File: src/hw/rtl/csh_pkg.sv
// shared types, widths and reset constants for the command string hash matcher
`default_nettype none
package csh_pkg;

  // field widths
  localparam int CHAR_W = 8;
  localparam int LEN_W  = 8;
  localparam int HASH_W = 16;
  localparam int CNT_W  = 6;

  // table sizing: entries actually compared is the smaller of the two
  localparam int NUM_REGS      = 5;
  localparam int TABLE_ENTRIES = 5;
  localparam int CMP_ENTRIES   = (TABLE_ENTRIES < NUM_REGS) ? TABLE_ENTRIES : NUM_REGS;
  localparam int IDX_W         = 3;
  localparam int CFG_AW        = (NUM_REGS > 1) ? $clog2(NUM_REGS) : 1;

  // stream packing
  localparam int IN_DATA_W  = 16;
  localparam int OUT_DATA_W = 24;

  typedef logic [NUM_REGS-1:0][HASH_W-1:0] hash_tbl_t;

  // reset contents of the command hash table
  localparam hash_tbl_t RESET_HASHES = {
    16'hAD1A, 16'h5987, 16'h1106, 16'h116a, 16'h3eac
  };

  typedef struct packed {
    logic [CHAR_W-1:0] char_byte;
    logic [LEN_W-1:0]  string_length;
    logic              is_last;
  } item_t;

  typedef struct packed {
    logic [HASH_W-1:0] final_hash;
    logic [IDX_W-1:0]  match_index;
    logic              matched;
  } result_t;

endpackage
`default_nettype wire

File: src/hw/rtl/csh_in_stage.sv
// input register stage holding one accepted character word
`default_nettype none
module csh_in_stage
  import csh_pkg::*;
(
  input  wire logic                 clk,
  input  wire logic                 rst_n,
  input  wire logic                 in_tvalid,
  output logic                      in_tready,
  input  wire logic [IN_DATA_W-1:0] in_tdata,
  input  wire logic                 in_tlast,
  input  wire logic                 advance,
  output logic                      item_valid,
  output item_t                     item
);

  logic  valid_r, valid_nxt;
  item_t item_r;
  logic  load;

  // free when empty or when the held word moves on this cycle
  assign in_tready = !valid_r || advance;
  assign load      = in_tvalid && in_tready;

  always_comb begin
    valid_nxt = valid_r;
    if (load) begin
      valid_nxt = 1'b1;
    end else if (advance) begin
      valid_nxt = 1'b0;
    end
  end

  always_ff @(posedge clk) begin
    if (!rst_n) begin
      valid_r <= 1'b0;
    end else begin
      valid_r <= valid_nxt;
    end
  end

  // payload capture
  always_ff @(posedge clk) begin
    if (load) begin
      item_r.char_byte     <= in_tdata[CHAR_W-1:0];
      item_r.string_length <= in_tdata[CHAR_W+LEN_W-1:CHAR_W];
      item_r.is_last       <= in_tlast;
    end
  end

  assign item_valid = valid_r;
  assign item       = item_r;

endmodule
`default_nettype wire

File: src/hw/rtl/csh_cfg_regs.sv
// command hash table registers with a plain write port
`default_nettype none
module csh_cfg_regs
  import csh_pkg::*;
(
  input  wire logic              clk,
  input  wire logic              rst_n,
  input  wire logic              cfg_we,
  input  wire logic [CFG_AW-1:0] cfg_addr,
  input  wire logic [HASH_W-1:0] cfg_wdata,
  output hash_tbl_t              entry_hashes
);

  hash_tbl_t tbl_r;

  // writes beyond the table are dropped
  always_ff @(posedge clk) begin
    if (!rst_n) begin
      tbl_r <= RESET_HASHES;
    end else if (cfg_we && (32'(cfg_addr) < NUM_REGS)) begin
      tbl_r[cfg_addr] <= cfg_wdata;
    end
  end

  assign entry_hashes = tbl_r;

endmodule
`default_nettype wire

File: src/hw/rtl/csh_hash_core.sv
// running hash, position and stride state with table lookup on the last character
`default_nettype none
module csh_hash_core
  import csh_pkg::*;
(
  input  wire logic      clk,
  input  wire logic      rst_n,
  input  wire logic      fire,
  input  wire item_t     item,
  input  wire hash_tbl_t entry_hashes,
  output result_t        result
);

  logic [HASH_W-1:0] hash_r, hash_nxt;
  logic [LEN_W-1:0]  pos_r, pos_nxt;
  logic [CNT_W-1:0]  cnt_r, cnt_nxt;
  logic [HASH_W-1:0] fold_sum;
  logic [HASH_W-1:0] hash_new;
  logic [IDX_W-1:0]  idx;
  logic              hit;

  // shift-add-xor fold, modulo 2^16
  assign fold_sum = (hash_r << 5) + (hash_r >> 2) + HASH_W'(item.char_byte);

  // sample on countdown zero, only within the string length
  always_comb begin
    hash_new = hash_r;
    if (cnt_r == '0) begin
      if (pos_r < item.string_length) begin
        hash_new = hash_r ^ fold_sum;
      end
      cnt_nxt = {1'b0, item.string_length[LEN_W-1:3]};
    end else begin
      cnt_nxt = cnt_r - CNT_W'(1);
    end
    pos_nxt  = (pos_r == '1) ? pos_r : pos_r + LEN_W'(1);
    hash_nxt = hash_new;
    if (item.is_last) begin
      hash_nxt = '0;
      pos_nxt  = '0;
      cnt_nxt  = '0;
    end
  end

  always_ff @(posedge clk) begin
    if (!rst_n) begin
      hash_r <= '0;
      pos_r  <= '0;
      cnt_r  <= '0;
    end else if (fire) begin
      hash_r <= hash_nxt;
      pos_r  <= pos_nxt;
      cnt_r  <= cnt_nxt;
    end
  end

  // parallel compare, lowest matching entry wins
  always_comb begin
    idx = IDX_W'(CMP_ENTRIES);
    hit = 1'b0;
    for (int i = CMP_ENTRIES - 1; i >= 0; i--) begin
      if (entry_hashes[i] == hash_new) begin
        idx = IDX_W'(i);
        hit = 1'b1;
      end
    end
  end

  assign result.final_hash  = hash_new;
  assign result.match_index = idx;
  assign result.matched     = hit;

endmodule
`default_nettype wire

File: src/hw/rtl/command_string_hash_matcher_top.sv
// top level of the command string hash matcher
//
//  port group  dir  contents
//  in_*        in   tdata[7:0] char_byte, tdata[15:8] string_length, tlast is_last
//  out_*       out  tdata[15:0] final_hash, tdata[18:16] match_index, tuser matched
//  cfg_*       in   write of entry_hash_0..4 at index 0..4, others ignored
//
// one character word per cycle sustained unless a stalled result holds a last word; the hash fold
// and the five compares sit between the input register and the result register.
// synchronous active-low reset restores the table and clears the hash state.
// a stalled result holds back the last word of the next string, and the input behind it.
`default_nettype none
module command_string_hash_matcher_top
  import csh_pkg::*;
(
  input  wire logic                  clk,
  input  wire logic                  rst_n,
  input  wire logic                  in_tvalid,
  output logic                       in_tready,
  input  wire logic [IN_DATA_W-1:0]  in_tdata,   // char_byte, string_length
  input  wire logic                  in_tlast,
  output logic                       out_tvalid,
  input  wire logic                  out_tready,
  output logic [OUT_DATA_W-1:0]      out_tdata,  // final_hash, match_index, zero pad
  output logic                       out_tuser,  // matched
  input  wire logic                  cfg_we,
  input  wire logic [CFG_AW-1:0]     cfg_addr,
  input  wire logic [HASH_W-1:0]     cfg_wdata
);

  logic      s1_valid;
  item_t     s1_item;
  logic      advance;
  hash_tbl_t entry_hashes;
  result_t   core_res;
  logic      out_valid_r, out_valid_nxt;
  result_t   out_res_r;

  csh_in_stage u_in_stage (
    .clk        (clk),
    .rst_n      (rst_n),
    .in_tvalid  (in_tvalid),
    .in_tready  (in_tready),
    .in_tdata   (in_tdata),
    .in_tlast   (in_tlast),
    .advance    (advance),
    .item_valid (s1_valid),
    .item       (s1_item)
  );

  csh_cfg_regs u_cfg_regs (
    .clk          (clk),
    .rst_n        (rst_n),
    .cfg_we       (cfg_we),
    .cfg_addr     (cfg_addr),
    .cfg_wdata    (cfg_wdata),
    .entry_hashes (entry_hashes)
  );

  // a last word needs room in the result register
  assign advance = s1_valid && (!s1_item.is_last || !out_valid_r || out_tready);

  csh_hash_core u_core (
    .clk          (clk),
    .rst_n        (rst_n),
    .fire         (advance),
    .item         (s1_item),
    .entry_hashes (entry_hashes),
    .result       (core_res)
  );

  // result register
  always_comb begin
    out_valid_nxt = out_valid_r;
    if (advance && s1_item.is_last) begin
      out_valid_nxt = 1'b1;
    end else if (out_tready) begin
      out_valid_nxt = 1'b0;
    end
  end

  always_ff @(posedge clk) begin
    if (!rst_n) begin
      out_valid_r <= 1'b0;
    end else begin
      out_valid_r <= out_valid_nxt;
    end
  end

  always_ff @(posedge clk) begin
    if (advance && s1_item.is_last) begin
      out_res_r <= core_res;
    end
  end

  assign out_tvalid = out_valid_r;
  assign out_tdata  = {(OUT_DATA_W - HASH_W - IDX_W)'(0), out_res_r.match_index,
                       out_res_r.final_hash};
  assign out_tuser  = out_res_r.matched;

endmodule
`default_nettype wire

File: config.mk
export PLATFORM = sky130hd
export DESIGN_NAME = command_string_hash_matcher_top
export DESIGN_NICKNAME = d
export VERILOG_FILES = /design/src/hw/rtl/csh_pkg.sv /design/src/hw/rtl/csh_in_stage.sv /design/src/hw/rtl/csh_cfg_regs.sv /design/src/hw/rtl/csh_hash_core.sv /design/src/hw/rtl/command_string_hash_matcher_top.sv
export SDC_FILE = /design/constraint.sdc
export NUM_CORES = 1
export LEC_CHECK = 0
export ABC_CLOCK_PERIOD_IN_PS = 13770
export CORE_MARGIN = 1.5
export CORE_UTILIZATION = 40
export CTS_CLUSTER_DIAMETER = 150
export DETAILED_ROUTE_END_ITERATION = 7
export DONT_BUFFER_PORTS = 1
export GPL_TIMING_DRIVEN = 0
export RECOVER_POWER = 50
export SLEW_MARGIN = 20
export SYNTH_ARGS = -nofsm -noshare
export SYNTH_HDL_FRONTEND = slang
export SYNTH_HIERARCHICAL = 1
export SYNTH_SLANG_ARGS = --single-unit
File: constraint.sdc
create_clock -name clk -period 13.77 [get_ports clk]
set_input_delay 1.377 -clock clk [delete_from_list [all_inputs] [get_ports clk]]
set_output_delay 1.377 -clock clk [all_outputs]
set_load 0.01 [all_outputs]
==> run summary <==
outcome - finished, violations left
failing checks - max-capacitance violations, max-slew violations
Die Wd - 157 um
main combinational cell family by area after synthesis - simple AND/OR/NAND/NOR gates
Die Footprint - 0.0245 mm^2
Synth Flop Type - dfxtp_1
critical path class - flop to flop
simple-gate share of the synthesized area - 20.9%
fin. max-slew vios - 21
synthesized area - 0.00943 mm^2
post-CTS setup buffer count - 0
CP Data Required Time - 14080 ps
Pre-Repair DR Iteration Count - 6
CTS H-tree depth - 4
Nets - 1135
maxcap violations - 1
post-detail-place hpwl - 21100 um
Remaining Overflow, GRT - 0
crit path DAT - 5940 ps
hold depth - 2
R2R Path Start - u_core/hash_r[0]
largest net degree at the start of global routing - 21
total CTS buffers - 17
initial drt markers - 641
gr usage total - 24.0%
EDFF count, synth - 37
Critical Path Fanout Max - 8
hold path startpoint - u_cfg_regs/entry_hashes[70]
setup slack, reg-to-reg - 8140 ps
CTS max path bufs - 2
# rows - 55
setup_tns - 0 ps
Hold/Removal Path Class - flop to flop
Leakage - 4.16 nW
Ports - 68
CTS Sinks - 149
XOR/XNOR Fraction of Synth Area - 10.2%
RSZ-0062 raised after global routing - false
Critical Path Source Type - flop
# DRC - 0
Slew headroom - -36.9%
vias in the first global route - 7392
Ys Warns - 6
Gate Count Post-Synth - 1033
peak supply drop - 0.0849 mV
Area Overhead vs Synth - 10.5%
Seq/Total Area, Yosys - 35.6%
FFs w/ async S/R, synth - 0%
Overall Power - 1.21 mW
Max stage delay on crit path - 790 ps
Hold Vio Cnt, Final - 0
Worst Skew - 15.0 ps
ANT nets after route - 0
layout cells sized above 1 - 6.64%
Core Region - 0.0229 mm^2
CTS clk-pin slew, worst paths - 70 ps
WHS Endpoint - u_cfg_regs/entry_hashes[70]
pwr dens - 116 mW/mm^2
Final Setup Violations - 0
Final period util - 40.9%
Crit-path slowest cell - a2111oi_0
Hold Buf Count CTS - 0
Chip Height - 157 um
global-route wire length before repair - 43600 um
delay-heaviest family, CP - compound AO/OA/AOI/OAI gates
antenna violations before repair - 1
Clock Latency Late Sink - 430 ps
CP endpoint kind - flop
post-route cell area - 0.0104 mm^2
worst slack at placement - 8240 ps
fin crit period - 5630 ps
worst flop-to-flop path endpoint - out_tuser
# port buffers - 0
drt wl/cell - 20.7 um
Final Hold Slack - 474 ps
number of diodes - 0
Yosys reg bits - 149
Compound-Gate Fraction of Synth Area - 13.4%
Post-DP Area - 0.00984 mm^2
R2R depth - 18
crit-path cells - clkbuf_1 > inv_1 > fa_1 > inv_1 > ha_1 > buf_2 > a21o_1 > a221oi_2 > nor3b_1 > a2111oi_0 > xnor2_1 > xnor2_1 > a31oi_1 > o2111ai_1 > or4_1 > nand2_1 > a211o_1 > buf_4
Post-Synth Adder-Cell Area - 5.36%
initial core utilization - 41.1%
Final GP Congestion - 0.930
CTS tree - yes
post-synthesis mux area share - 9.28%
fmax - 178 MHz
detail-routed via count per cell - 5.60
via count - 7738
synthesized area per cell - 9.13 um^2
Yosys cell types - 83
# resized after CTS - 0
Root Buffer - clkbuf_16
worst slew pin tran - 2050 ps
# fillers - 2243
total wire length - 28600 um
final setup margin - 8140 ps
Bufs and invs on worst path - 5
[worst min-delay path, cell delays in order (launching register included)]
cell	delay, ps
dfxtp_1	310
nand2_1	50
mux2i_1	60
[where the power goes]
part	internal, mW	switching [mW]
registers	0.466	0.0146
logic	0.0903	0.156
clock network	0.288	0.196
total	0.845	0.366
[cell usage in the layout, fill, tap and decap left out, types with 28 or more instances in the layout]
| cell | instances |
|---|---|
| edfxtp_1 | 37 |
| mux2i_1 | 86 |
| inv_1 | 39 |
| dfxtp_1 | 112 |
| nor2_1 | 43 |
| a21oi_1 | 28 |
| xor2_1 | 33 |
| xnor2_1 | 70 |
| nand2_1 | 103 |
| o21ai_0 | 39 |
| nor2b_1 | 73 |
| ha_1 | 34 |
| clkbuf_1 | 51 |
[worst max-delay path by stage]
stage                                start        end  slack, ps  cells past startpoint
final                     u_core/hash_r[0]  out_tuser       8140                     18
after global routing      u_core/hash_r[0]  out_tuser       7820                     18
after CTS                 u_core/hash_r[0]  out_tuser       8190                     18
after detailed placement  u_core/hash_r[0]  out_tuser       8240                     18
after global placement    u_core/hash_r[0]  out_tuser       8270                     18
after floorplan           u_core/hash_r[0]  out_tuser       9260                     18
[cell type report]
cell class	instances	area [um^2]	share of cell area [%]
clock inverter	10	116	1.12
tap	313	392	3.76
sequential	149	3350	32.2
multi-input combinational	774	5580	53.6
buffer	75	339	3.26
inverter	39	146	1.41
clock buffer	22	485	4.66
[routing by layer]
layer | global-route usage, % | wire length, um | up-vias
met5 | 0 | 13 | -
met2 | 37.9 | 13000 | 287
met4 | 7.53 | 657 | 2
met1 | 32.1 | 12900 | 3712
met3 | 5.82 | 2070 | 39
li1 | - | - | 3698
[cell usage after synthesis, types with 12 or more instances]
library cell,count,share of area (%)
buf_2,16,0.85
nor3b_1,12,0.96
o21ai_0,39,2.1
nand2b_1,12,0.80
dfxtp_1,112,24
clkbuf_1,45,1.8
edfxtp_1,37,12
nand3_1,14,0.74
nand2_1,103,4.1
xnor2_1,70,6.5
a21oi_1,28,1.5
mux2i_1,86,9.1
ha_1,34,4.5
nor3_1,26,1.4
xor2_1,33,3.1
nand4_1,19,1.3
nor2b_1,73,4.8
inv_1,39,1.6
nor2_1,43,1.7
[per-stage QoR]
step                      cells  utilization, %
after CTS                  1382            45.6
after detailed placement   1350            42.9
after global routing       1382            45.4
after floorplan            1037               -
after global placement     1350            42.9
final                      1382            45.4
[sequential cells by signal, summed over array words and instances (netlist names)]
signal	flops
u_core/pos_r	8
out_tuser	1
u_cfg_regs/entry_hashes	80
out_tdata	19
out_tvalid	1
u_core/hash_r	16
u_core/cnt_r	6
u_in_stage/item_valid	1
u_in_stage/item	17
[kinds of logic after synthesis]
group | count (synthesis)
simple gates | 363
compound gates | 175
flops | 149
buf+inv | 114
xor+xnor | 106
mux | 87
fa+ha+maj | 38
other cells | 1
Note: power is estimated with default switching activity, not from simulation.
